==> config.mk <==
export PLATFORM = sky130hd
export DESIGN_NAME = disc_interface_register_block_top
export DESIGN_NICKNAME = d
export VERILOG_FILES = /design/src/design/dirb_pkg.sv /design/src/design/dirb_regfile.sv /design/src/design/disc_interface_register_block_top.sv
export VERILOG_INCLUDE_DIRS = /design/src /design/src/design
export SDC_FILE = /design/constraint.sdc
export NUM_CORES = 1
export LEC_CHECK = 0
export ABC_AREA = 1
export BUFFER_PORTS_ARGS = -buffer_cell sky130_fd_sc_hd__clkbuf_2
export CORE_ASPECT_RATIO = 1.1
export CORE_MARGIN = 1
export CORE_UTILIZATION = 59
export CTS_CLUSTER_DIAMETER = 200
export DETAILED_ROUTE_END_ITERATION = 16
export PLACE_DENSITY = 0.8
export SETUP_SLACK_MARGIN = 0.05
export SLEW_MARGIN = 15
export SYNTH_ARGS = -nofsm -noshare
export SYNTH_HDL_FRONTEND = slang
export SYNTH_SLANG_ARGS = --single-unit
export TNS_END_PERCENT = 5
==> constraint.sdc <==
create_clock -name clk -period 8 [get_ports clk]
set_clock_uncertainty 0.15 [all_clocks]
set_input_delay 1.6 -clock clk [delete_from_list [all_inputs] [get_ports clk]]
set_output_delay 1.6 -clock clk [all_outputs]
set_load 0.02 [all_outputs]
==> src/design/disc_interface_register_block_top_macros.svh <==
// Assertion macros shared by the disc interface register block.
`ifndef DISC_INTERFACE_REGISTER_BLOCK_TOP_MACROS_SVH
`define DISC_INTERFACE_REGISTER_BLOCK_TOP_MACROS_SVH

// The consequent must hold in the same cycle as the antecedent.
`define DIRB_ASSERT_SAME(label, ante, cons, msg) \
	label: assert property (@(posedge clk) disable iff (!arst_n) (ante) |-> (cons)) \
		else $error(msg);

// The consequent must hold in the cycle after the antecedent.
`define DIRB_ASSERT_NEXT(label, ante, cons, msg) \
	label: assert property (@(posedge clk) disable iff (!arst_n) (ante) |=> (cons)) \
		else $error(msg);

`endif

==> src/design/dirb_pkg.sv <==
`default_nettype none

package dirb_pkg;

	// One bus access as it sits in the input register.
	typedef struct packed {
		logic        mode;
		logic [31:0] address;
		logic [3:0]  access_size;
		logic [31:0] write_data;
	} access_t;

	// One result beat.
	typedef struct packed {
		logic        handled;
		logic [31:0] read_data;
		logic        irq_pending;
		logic        dma_start;
		logic        dma_kind;
		logic [33:0] dma_disc_offset;
		logic [31:0] dma_address;
		logic [31:0] dma_length;
	} result_t;

	localparam logic       MODE_READ  = 1'b0;
	localparam logic       MODE_WRITE = 1'b1;

	localparam logic [3:0] ACCESS_WORD = 4'd4;

	localparam logic [5:0] WINDOW_BYTES = 6'h28;

	// Register offsets inside the window.
	localparam logic [5:0] OFS_STATUS    = 6'h00;
	localparam logic [5:0] OFS_COVER     = 6'h04;
	localparam logic [5:0] OFS_CMD0      = 6'h08;
	localparam logic [5:0] OFS_CMD1      = 6'h0C;
	localparam logic [5:0] OFS_CMD2      = 6'h10;
	localparam logic [5:0] OFS_XFER_ADDR = 6'h14;
	localparam logic [5:0] OFS_XFER_LEN  = 6'h18;
	localparam logic [5:0] OFS_CONTROL   = 6'h1C;
	localparam logic [5:0] OFS_IMMEDIATE = 6'h20;
	localparam logic [5:0] OFS_CONFIG    = 6'h24;

	localparam logic [7:0] CMD_INQUIRY = 8'h12;
	localparam logic [7:0] CMD_READ    = 8'hA8;

	localparam logic [31:0] INQUIRY_BYTES = 32'h20;

	localparam logic       DMA_KIND_READ    = 1'b0;
	localparam logic       DMA_KIND_INQUIRY = 1'b1;

	// Status register fields.
	localparam logic [6:0] ST_DE_MASK  = 7'h02;
	localparam logic [6:0] ST_DE_INT   = 7'h04;
	localparam logic [6:0] ST_TC_MASK  = 7'h08;
	localparam logic [6:0] ST_TC_INT   = 7'h10;
	localparam logic [6:0] ST_BRK_MASK = 7'h20;
	localparam logic [6:0] ST_BRK_INT  = 7'h40;
	localparam logic [6:0] ST_MASKS    = ST_DE_MASK | ST_TC_MASK | ST_BRK_MASK;
	localparam logic [6:0] ST_INTS     = ST_DE_INT | ST_TC_INT | ST_BRK_INT;

	// Cover register fields.
	localparam logic [2:0] CV_MASK = 3'h2;
	localparam logic [2:0] CV_INT  = 3'h4;

	localparam int CTRL_START_BIT = 0;

endpackage

`default_nettype wire

==> src/design/dirb_regfile.sv <==
`default_nettype none

module dirb_regfile #(
	parameter logic [31:0] BASE_ADDRESS = 32'hCC006000
) (
	input  wire               clk,
	input  wire               arst_n,
	input  dirb_pkg::access_t acc,
	input  wire               update,
	output dirb_pkg::result_t res
);
	import dirb_pkg::*;

	localparam logic [32:0] WindowEnd = {1'b0, BASE_ADDRESS} + {27'd0, WINDOW_BYTES};

	logic [6:0]  status_q,    status_d;
	logic [2:0]  cover_q,     cover_d;
	logic [31:0] cmd0_q,      cmd0_d;
	logic [31:0] cmd1_q,      cmd1_d;
	logic [31:0] cmd2_q,      cmd2_d;
	logic [31:0] xfer_addr_q, xfer_addr_d;
	logic [31:0] xfer_len_q,  xfer_len_d;
	logic [31:0] immediate_q, immediate_d;
	logic [31:0] config_q,    config_d;

	logic        in_window;
	logic        handled;
	logic [31:0] rel_addr;
	logic [5:0]  offset;
	logic [7:0]  opcode;
	logic        is_dma_cmd;

	assign in_window = (acc.address >= BASE_ADDRESS) && ({1'b0, acc.address} < WindowEnd);
	assign handled   = in_window && (acc.access_size == ACCESS_WORD);
	assign rel_addr  = acc.address - BASE_ADDRESS;
	assign offset    = rel_addr[5:0];
	assign opcode    = cmd0_q[31:24];
	assign is_dma_cmd = (opcode == CMD_INQUIRY) || (opcode == CMD_READ);

	always_comb begin
		status_d    = status_q;
		cover_d     = cover_q;
		cmd0_d      = cmd0_q;
		cmd1_d      = cmd1_q;
		cmd2_d      = cmd2_q;
		xfer_addr_d = xfer_addr_q;
		xfer_len_d  = xfer_len_q;
		immediate_d = immediate_q;
		config_d    = config_q;

		res = '0;
		res.handled = handled;

		if (handled && acc.mode == MODE_READ) begin
			unique case (offset)
				OFS_STATUS:    res.read_data = {25'd0, status_q};
				OFS_COVER:     res.read_data = {29'd0, cover_q};
				OFS_CMD0:      res.read_data = cmd0_q;
				OFS_CMD1:      res.read_data = cmd1_q;
				OFS_CMD2:      res.read_data = cmd2_q;
				OFS_XFER_ADDR: res.read_data = xfer_addr_q;
				OFS_XFER_LEN:  res.read_data = xfer_len_q;
				OFS_IMMEDIATE: res.read_data = immediate_q;
				OFS_CONFIG:    res.read_data = config_q;
				default:       res.read_data = '0;
			endcase
		end

		if (handled && acc.mode == MODE_WRITE) begin
			unique case (offset)
				OFS_STATUS: begin
					status_d = (status_q & ST_INTS & ~(acc.write_data[6:0] & ST_INTS)) |
						(acc.write_data[6:0] & ST_MASKS);
				end
				OFS_COVER: begin
					cover_d = (cover_q & CV_INT & ~(acc.write_data[2:0] & CV_INT)) |
						(acc.write_data[2:0] & CV_MASK);
				end
				OFS_CMD0:      cmd0_d      = acc.write_data;
				OFS_CMD1:      cmd1_d      = acc.write_data;
				OFS_CMD2:      cmd2_d      = acc.write_data;
				OFS_XFER_ADDR: xfer_addr_d = acc.write_data;
				OFS_XFER_LEN:  xfer_len_d  = acc.write_data;
				OFS_CONTROL: begin
					if (acc.write_data[CTRL_START_BIT]) begin
						// The command completes in the same access.
						if (is_dma_cmd) begin
							res.dma_start   = 1'b1;
							res.dma_address = xfer_addr_q;
							if (opcode == CMD_INQUIRY) begin
								res.dma_kind   = DMA_KIND_INQUIRY;
								res.dma_length = INQUIRY_BYTES;
							end else begin
								res.dma_kind        = DMA_KIND_READ;
								res.dma_disc_offset = {cmd1_q, 2'b00};
								res.dma_length      = xfer_len_q;
							end
							xfer_addr_d = xfer_addr_q + xfer_len_q;
							xfer_len_d  = '0;
						end else begin
							immediate_d = '0;
						end
						status_d = status_q | ST_TC_INT;
					end
				end
				OFS_IMMEDIATE: immediate_d = acc.write_data;
				OFS_CONFIG:    config_d    = acc.write_data;
				default: ;
			endcase
		end

		res.irq_pending = (|(status_d & ST_TC_INT)  && |(status_d & ST_TC_MASK))  ||
			(|(status_d & ST_DE_INT)  && |(status_d & ST_DE_MASK))  ||
			(|(status_d & ST_BRK_INT) && |(status_d & ST_BRK_MASK)) ||
			(|(cover_d & CV_INT)      && |(cover_d & CV_MASK));
	end

	always_ff @(posedge clk or negedge arst_n) begin
		if (!arst_n) begin
			status_q    <= '0;
			cover_q     <= '0;
			cmd0_q      <= '0;
			cmd1_q      <= '0;
			cmd2_q      <= '0;
			xfer_addr_q <= '0;
			xfer_len_q  <= '0;
			immediate_q <= '0;
			config_q    <= '0;
		end else if (update) begin
			status_q    <= status_d;
			cover_q     <= cover_d;
			cmd0_q      <= cmd0_d;
			cmd1_q      <= cmd1_d;
			cmd2_q      <= cmd2_d;
			xfer_addr_q <= xfer_addr_d;
			xfer_len_q  <= xfer_len_d;
			immediate_q <= immediate_d;
			config_q    <= config_d;
		end
	end

endmodule

`default_nettype wire

==> src/design/disc_interface_register_block_top.sv <==
// Disc interface register block: a slave for 32-bit bus accesses to a window of ten
// word registers at BASE_ADDRESS. Each input beat is one access and yields exactly one
// result beat carrying read data, the interrupt line after the access and any DMA request
// started by a control write. The block takes one access per clock cycle while m_tready
// does not hold the result beat. An access is decoded once it sits in the input register,
// and its result beat is registered in the result register when the output can advance
// (input register, then result register). The register state is updated by a single
// decode pass between those two registers. While a result beat waits, the block holds
// one more access and then drops s_tready.
`default_nettype none

`include "disc_interface_register_block_top_macros.svh"

module disc_interface_register_block_top #(
	parameter logic [31:0] BASE_ADDRESS = 32'hCC006000
) (
	input  wire         clk,
	input  wire         arst_n,
	input  wire         s_tvalid,
	output logic        s_tready,
	input  wire  [71:0] s_tdata,  // address[31:0], access_size[35:32], write_data[67:36], zeros
	input  wire  [0:0]  s_tuser,  // mode
	output logic        m_tvalid,
	input  wire         m_tready,
	output logic [135:0] m_tdata, // handled, read_data, irq_pending, dma_start,
	                              // dma_disc_offset, dma_address, dma_length, zeros
	output logic [0:0]  m_tuser   // dma_kind
);
	import dirb_pkg::*;

	logic    valid_s1;
	access_t acc_s1;
	logic    out_valid_q;
	result_t res_q;
	result_t res;
	logic    advance;
	logic    update;

	assign advance  = !out_valid_q || m_tready;
	assign s_tready = !valid_s1 || advance;
	assign update   = valid_s1 && advance;

	dirb_regfile #(
		.BASE_ADDRESS(BASE_ADDRESS)
	) u_regfile (
		.clk    (clk),
		.arst_n (arst_n),
		.acc    (acc_s1),
		.update (update),
		.res    (res)
	);

	always_ff @(posedge clk or negedge arst_n) begin
		if (!arst_n) begin
			valid_s1    <= 1'b0;
			out_valid_q <= 1'b0;
		end else begin
			if (s_tready) begin
				valid_s1 <= s_tvalid;
			end
			if (advance) begin
				out_valid_q <= valid_s1;
			end
		end
	end

	always_ff @(posedge clk) begin
		if (s_tvalid && s_tready) begin
			acc_s1.mode        <= s_tuser[0];
			acc_s1.address     <= s_tdata[31:0];
			acc_s1.access_size <= s_tdata[35:32];
			acc_s1.write_data  <= s_tdata[67:36];
		end
		if (update) begin
			res_q <= res;
		end
	end

	assign m_tvalid = out_valid_q;
	assign m_tdata  = {3'd0, res_q.dma_length, res_q.dma_address, res_q.dma_disc_offset,
		res_q.dma_start, res_q.irq_pending, res_q.read_data, res_q.handled};
	assign m_tuser  = res_q.dma_kind;

	`DIRB_ASSERT_SAME(a_ready_when_empty, !valid_s1, s_tready, "input stage empty but not ready")
	`DIRB_ASSERT_NEXT(a_stage_holds, valid_s1 && !advance, valid_s1, "stalled access was lost")
	`DIRB_ASSERT_SAME(a_dma_needs_handled, m_tvalid && res_q.dma_start, res_q.handled,
		"DMA request from an unhandled access")
	`DIRB_ASSERT_SAME(a_unhandled_quiet, m_tvalid && !res_q.handled,
		res_q.read_data == 32'd0 && !res_q.dma_start, "unhandled access produced data")

endmodule

`default_nettype wire
==> results of run 1 <==
==> sequential cells by signal, summed over array words and instances, names as in the netlist <==
name                   count
u_regfile.cover_q          2
u_regfile.immediate_q     32
m_tvalid                   1
m_tuser                    1
u_regfile.cmd2_q          32
u_regfile.config_q        32
u_regfile.xfer_len_q      32
m_tdata                  131
u_regfile.cmd1_q          32
u_regfile.cmd0_q          32
acc_s1                    69
u_regfile.status_q         6
valid_s1                   1
u_regfile.xfer_addr_q     32
==> cell usage after synthesis (5+ instances only) <==
cell      count  area share (%)
o21ai_1      27            0.68
nor3_1       18            0.45
nand2_1     540              10
nand3_2       5            0.25
a21oi_1      98             2.5
buf_2        20            0.50
nor2_1      231             4.4
or2_2         6            0.19
inv_1       260             4.9
edfxtp_1    201              30
ha_1         31             1.9
nand3b_1      6            0.23
a221oi_1     19            0.84
o31ai_1      23            0.87
buf_1         6            0.11
dfrtp_1     234              29
nand4_1      17            0.53
o22ai_1      20            0.63
clkbuf_1     59             1.1
nand3_1      62             1.6
a31oi_1      21            0.66
o21ai_0     206             5.2
a22oi_1      20            0.75
buf_4         8            0.30
==> kinds of logic after synthesis <==
family | count (synthesis) | synth area share [%]
other | 1 | 0.0188
buffers and inverters | 361 | 7.09
AND/OR/NAND/NOR | 895 | 18.3
AO/OA/AOI/OAI | 452 | 12.8
flip-flops | 435 | 59.7
adder cells (fa/ha/maj) | 32 | 2.05
XOR/XNOR | 2 | 0.0880
==> per-layer routing <==
layer / up-vias / share of wire [%]
met2: 956 / 44
met1: 7878 / 41
li1: 7578 / -
met5: - / 0
met4: 0 / 4.0
met3: 143 / 11
==> metrics by stage <==
stage / power, mW / utilization (%)
floorplan: 2.69 / -
global placement: 2.82 / 64.0
detailed placement: 2.83 / 64.0
CTS: 4.77 / 68.0
global route: 4.87 / 68.0
finish: 4.75 / 68.0
==> worst min-delay path: cells and delay by family, from the launching register on <==
family          cells  cell delay (ns)
compound gates      1             0.06
simple gates        1             0.05
flops               1             0.34
==> power by group <==
group	internal, mW	leakage, nW	switching [mW]
Sequential	2.45	5.19	0.0488
Clock	1.13	0.659	0.838
Combinational	0.0643	3.97	0.224
==> worst max-delay path by stage <==
stage                                                 endpoint  startpoint  slack, ns
after detailed placement  u_regfile.xfer_addr_q[8]$_DFFE_PN0P_    m_tready       3.85
after global routing                                  s_tready    m_tready       4.08
after global placement    u_regfile.xfer_addr_q[8]$_DFFE_PN0P_    m_tready       3.92
after CTS                                             s_tready    m_tready       4.12
after floorplan              u_regfile.status_q[1]$_DFFE_PN0P_    m_tready       1.19
final                                                 s_tready    m_tready       4.12
==> area by class of cell <==
type	instances	area share, %
Clock buffer	67	5.65
Sequential cell	435	52.5
Tap cell	432	2.39
Inverter	267	4.43
Multi-Input combinational cell	1386	29.4
Clock inverter	11	0.337
Timing Repair Buffer	225	5.28
==> placed cells by master, fill, tap and decap left out, drive strengths merged, types with 2 or more instances in the layout <==
cell type  synthesis  layout
nand2            541     541
clkbuf            60     272
inv              264     264
dfrtp            234     234
nor2             233     233
o21ai            233     233
edfxtp           201     201
a21oi             98      98
nand3             67      67
ha                31      31
o31ai             23      23
a31oi             21      21
o22ai             20      20
a22oi             20      20
nor3              20      20
buf               34      20
a221oi            19      19
nand4             19      19
clkinv             3      12
or2                6       6
nand3b             6       6
conb               1       5
o2111ai            4       4
o211ai             4       4
o21bai             3       3
xnor2              2       2
a22o               2       2
==> results by group, run 1 <==
Worst setup path
  – RR Startpoint: acc_s1[37]$_DFFE_PP_
  – Maximum fanout along the worst path: 3
  – Worst path depth: 4
  – Reg-to-Reg End: m_tdata[16]$_SDFFCE_PN0P_
  – Critical path's slowest cell: clkbuf_2
  – R2r setup slk: 4.26 ns
  – Delay-heaviest family, CP: buffers and inverters
  – Worst Setup Start Kind: input pin
  – CP Buf/Inv Count: 3
  – Cell chain of the critical path: clkbuf_2, inv_1, nand3_1, clkbuf_2
  – CP peak stage delay: 0.19 ns
  – Crit end category: primary output
  – Critical Path RT: 6.25 ns
  – Most used cell, CP: clkbuf_2
  – CP Class: input pin to primary output
  – Reg2reg path depth: 10
  – WP data arrival: 2.13 ns

Pwr
  – Leakage: 9.82 nW
  – VDD IR-drop max: 0.217 mV
  – PwrDens: 210 nW/um^2

STA
  – Final setup vio count: 0
  – Min Tclk post-route: 3.88 ns
  – Final Hold Viols: 0
  – Worst setup margin: 4.12 ns
  – Slew margin rel.: 20.1%
  – Max frequency: 258 MHz
  – Fin Hold WS: 0.336 ns
  – RSZ-0062 raised after global routing: no
  – Final setup TNS: 0 ns
  – Worst-Margin Slew: 1.20 ns
  – Final count of pins violating max slew: 0
  – Final period utilization: 48.5%

Route
  – DRC: 0
  – 1st-iter DRT viols: 2,075
  – Antenna-violating nets left: 0
  – Total Wirelength: 56,600 um
  – Vias: 16,555
  – Drt wl/cell: 20.1 um
  – Vias per cell: 5.86
  – 1st-pass router iterations: 6

Synthesis
  – Count of cell types in the netlist: 47
  – Sequential share of the synthesized area: 59.7%
  – Avg Cell Area, Syn: 9.14 um^2
  – Yosys warnings: 0
  – EDFF count, synth: 201
  – Main synth FF type: dfrtp_1
  – Post-Syn Area: 19,900 um^2
  – Cell count after synthesis: 2,178
  – Asr flop ratio synth: 53.8%
  – Flops & latches, synth: 435

Hold path
  – Hold Crit Endpoint: u_regfile.cmd0_q[26]$_DFFE_PN0P_
  – Hold Crit Depth: 2
  – Hold_sp: u_regfile.cmd0_q[26]$_DFFE_PN0P_
  – HP Class: flop to flop

Run
  – Max-Cap Viols: 0

Place
  – Place WS: 3.85 ns
  – Final Wtd Congestion: 0.957
  – Dpl hpwl: 38,400 um
  – I/O Buffers: 206
  – Placed inst area: 21,300 um^2
  – Placed Cells: 2,745

Floorplan
  – Die span in y: 195 um
  – I/O Pins: 216
  – Die area: 34,500 um^2
  – Die extent in x: 177 um
  – Core ar.: 33,300 um^2
  – Site Rows: 70
  – Initial core utilization: 59.8%

Clocking
  – CTS tree: done
  – H-Tree Depth: 2
  – CTS root buf: clkbuf_16
  – Setup bufs post-CTS: 0
  – Clock sink count: 435
  – CTS Buf Count: 42
  – Clk_lat worst skew: 0.57 ns
  – Clock Pin Slew Worst Setup and Hold Paths: 0.06 ns
  – Post-CTS Hold Buffers: 0
  – Post-CTS sizing: 0
  – CTS Buffer Depth: 3

Layout
  – Area occupied by multi-input gates: 6660 um^2
  – Share of layout cells above drive strength 1: 12.9%
  – Layout area overhead: 13.7%
  – Storage cell area: 11,900 um^2
  – Fillers: 2,704
  – Antenna cell count: 0
  – Post-Layout Cell Count: 2,823
  – Fin nets: 2,466
  – Final instance area: 22,600 um^2

Global routing
  – Met3 GRT Util: 6.75%
  – Largest net degree at the start of global routing: 186
  – GRT Overall Usage: 33.5%
  – Vias in the first global route: 15,725
  – First-pass GRT wire length: 87,200 um
  – Met1 usage: 48.2%
  – Antenna violations before repair: 0
  – GRT overflow: 0
  – Most Crowded Layer GR: met2
  – Grt met2 use: 49.5%

Outcome
  – Status: finished clean
Note: power is estimated with default switching activity, not from simulation.
==> run 2: changes to the inputs <==
- CORE_UTILIZATION: 59 -> 53
- PLACE_DENSITY: 0.8 -> 0.76
- clock period: 8 -> 3.3 ns (I/O delays scaled with it)
==> run 2 against run 1 <==
Clock-buffer cell count decreased by 9. Final cell count increased by 3.0%. Flip-flop and latch count unchanged. Sequential power increased by 140%. Non-clock buffer count increased by 18. Sequential share of layout area decreased by 1.1 points. Design area increased by 2.1%. Critical path type is now flop to flop. Critical endpoint is now m_tdata[61]$_SDFFCE_PP0P_. Largest power group unchanged.
==> results by group, run 2 (synthesis results as in run 1) <==
Worst setup path
  – Delay-heaviest family, CP: simple AND/OR/NAND/NOR gates
  – CP peak stage delay: 0.49 ns
  – Crit end category: flop
  – Critical path's slowest cell: edfxtp_1
  – CP Buf/Inv Count: 2
  – CP Class: flop to flop
  – Worst Setup Start Kind: flop
  – Critical Path RT: 3.55 ns
  – Maximum fanout along the worst path: 33
  – RR Startpoint: acc_s1[39]$_DFFE_PP_
  – WP data arrival: 2.99 ns
  – Crit path launch: acc_s1[39]$_DFFE_PP_
  – Cell chain of the critical path: o21ai_1, nand4_1, nor3_4, nand4_2, inv_2, nand2_2, buf_4, nor2_1

Floorplan
  – Core ar.: 37,000 um^2
  – Site Rows: 74
  – Die span in y: 205 um
  – Die extent in x: 187 um
  – I/O Pins: 216
  – Initial core utilization: 53.8%
  – Die area: 38,400 um^2

STA
  – Min Tclk post-route: 2.74 ns
  – Final count of pins violating max slew: 0
  – Final setup TNS: 0 ns
  – Final setup vio count: 0
  – RSZ-0062 raised after global routing: no
  – Max frequency: 365 MHz
  – Worst-Margin Slew: 0.711 ns
  – Final period utilization: 83.1%
  – Worst setup margin: 0.558 ns
  – Slew margin rel.: 52.6%
  – Final Hold Viols: 0

Pwr
  – PwrDens: 522 nW/um^2
  – VDD IR-drop max: 0.545 mV
  – Comb power frac: 6.0%
  – Internal: 9.30 mW
  – Switching part of the total: 22.8%
  – P_sw: 2.75 mW
  – Seq pwr share: 50.3%
  – Leakage: 10.0 nW
  – Clock network fraction of total power: 43.8%

Route
  – DRC: 0
  – Vias: 16,518
  – Antenna-violating nets left: 0
  – Met3 routed WL: 5560 um
  – Met1 Wirelength: 24,000 um
  – WL met2: 26,400 um
  – 1st-pass router iterations: 5
  – Total Wirelength: 58,200 um
  – Top Layer Used: met5
  – 1st-iter DRT viols: 1,867
  – Drt wl/cell: 20.0 um
  – Vias per cell: 5.68

Clocking
  – CTS Buf Count: 44
  – CTS tree: done
  – Clk_lat worst skew: 0.56 ns
  – CTS root buf: clkbuf_16
  – H-Tree Depth: 2
  – Clock sink count: 435
  – Post-CTS sizing: 0
  – Clock Pin Slew Worst Setup and Hold Paths: 0.06 ns
  – CTS Buffer Depth: 3

Place
  – Place WS: 0.633 ns
  – Dpl hpwl: 40,500 um
  – I/O Buffers: 206
  – Final Wtd Congestion: 0.955

Global routing
  – Largest net degree at the start of global routing: 117
  – GRT Overall Usage: 30.5%
  – Antenna violations before repair: 1
  – First-pass GRT wire length: 89,300 um
  – GRT overflow: 0
  – Vias in the first global route: 15,704

Layout
  – Commonest cells after routing, fill and taps aside: 540 x nand2_1, 259 x inv_1, 234 x dfrtp_1
  – Fin nets: 2,486
  – Leading cell type in the layout, fill and taps excluded: nand2_1
  – Share of layout cells above drive strength 1: 13.9%
  – Max reg flops: 131
  – Antenna cell count: 0
  – Fillers: 3,079
  – Layout area overhead: 16.0%

Hold path
  – HP Class: input pin to flop
  – Hold_sp: s_tdata[60]

Run
  – Max-Cap Viols: 0

Outcome
  – Status: finished clean
run 2: changes by cell type in the layout (fill, tap and decap cells not counted), moves of 3 or more:
cell,change
buf_12,+6
buf_4,+11
bufinv_16,+6
clkbuf_1,-7
clkbuf_8,-3
clkinv_2,+3
run 2: area by class of cell:
cell class                      count  area, um^2  area share, %
Sequential cell                   435       11900           51.5
Multi-Input combinational cell   1386        6650           28.8
Timing Repair Buffer              243        1410           6.10
Clock buffer                       58        1240           5.35
Inverter                          267        1000           4.34
Tap cell                          494         618           2.67
Clock inverter                     24         305           1.32
run 2: final timing paths:
check | to | slack (ns) | cells past startpoint
hold / removal | acc_s1[24]$_DFFE_PP_ | 0.13 | 1
setup / recovery | m_tdata[61]$_SDFFCE_PP0P_ | 0.56 | 8
min in group asynchronous | u_regfile.config_q[23]$_DFFE_PN0P_ | 0.51 | 2
hold reg to reg | u_regfile.cmd1_q[21]$_DFFE_PN0P_ | 0.33 | 2
setup reg to reg | m_tdata[61]$_SDFFCE_PP0P_ | 0.56 | 8
max in group asynchronous | u_regfile.cmd1_q[5]$_DFFE_PN0P_ | 1.56 | 3
run 2: worst reg2reg max path, cell delays in order, from the launching register on:
cell and delay, ns:
edfxtp_1 0.49, o21ai_1 0.31, nand4_1 0.26, nor3_4 0.27, nand4_2 0.12, inv_2 0.10
nand2_2 0.33, buf_4 0.40, nor2_1 0.16
run 2: stage by stage:
step	power, mW	cell area (um^2)	hold slack (ns)	utilization [%]	std cells
after floorplan	6.49	19900	0.214	-	2182
after global placement	6.87	21600	0.314	58.2	2824
after detailed placement	6.88	21600	0.323	58.2	2824
after CTS	12.1	23100	0.109	62.4	2907
after global routing	12.4	23100	0.110	62.4	2907
final	12.1	23100	0.127	62.4	2907
run 2: per-layer routing:
layer  vias to the layer above  global-route usage (%)
li1                       7614                       -
met1                      7899                    43.1
met2                       875                    47.2
met3                       128                    5.08
met4                         2                    12.1
met5                         -                       0
run 2: power groups by stage:
stage | logic [mW] | registers [mW] | clock network [mW]
after floorplan | 0.184 | 6.31 | 0
after global placement | 0.709 | 6.16 | 0
after detailed placement | 0.721 | 6.16 | 0
after CTS | 0.725 | 6.06 | 5.33
after global routing | 0.771 | 6.07 | 5.53
final | 0.719 | 6.06 | 5.28
run 2: what timing repair did:
item	CTS	global route
buffers inserted	0	0
hold buffers	1	0
endpoints found under the hold margin	63	0
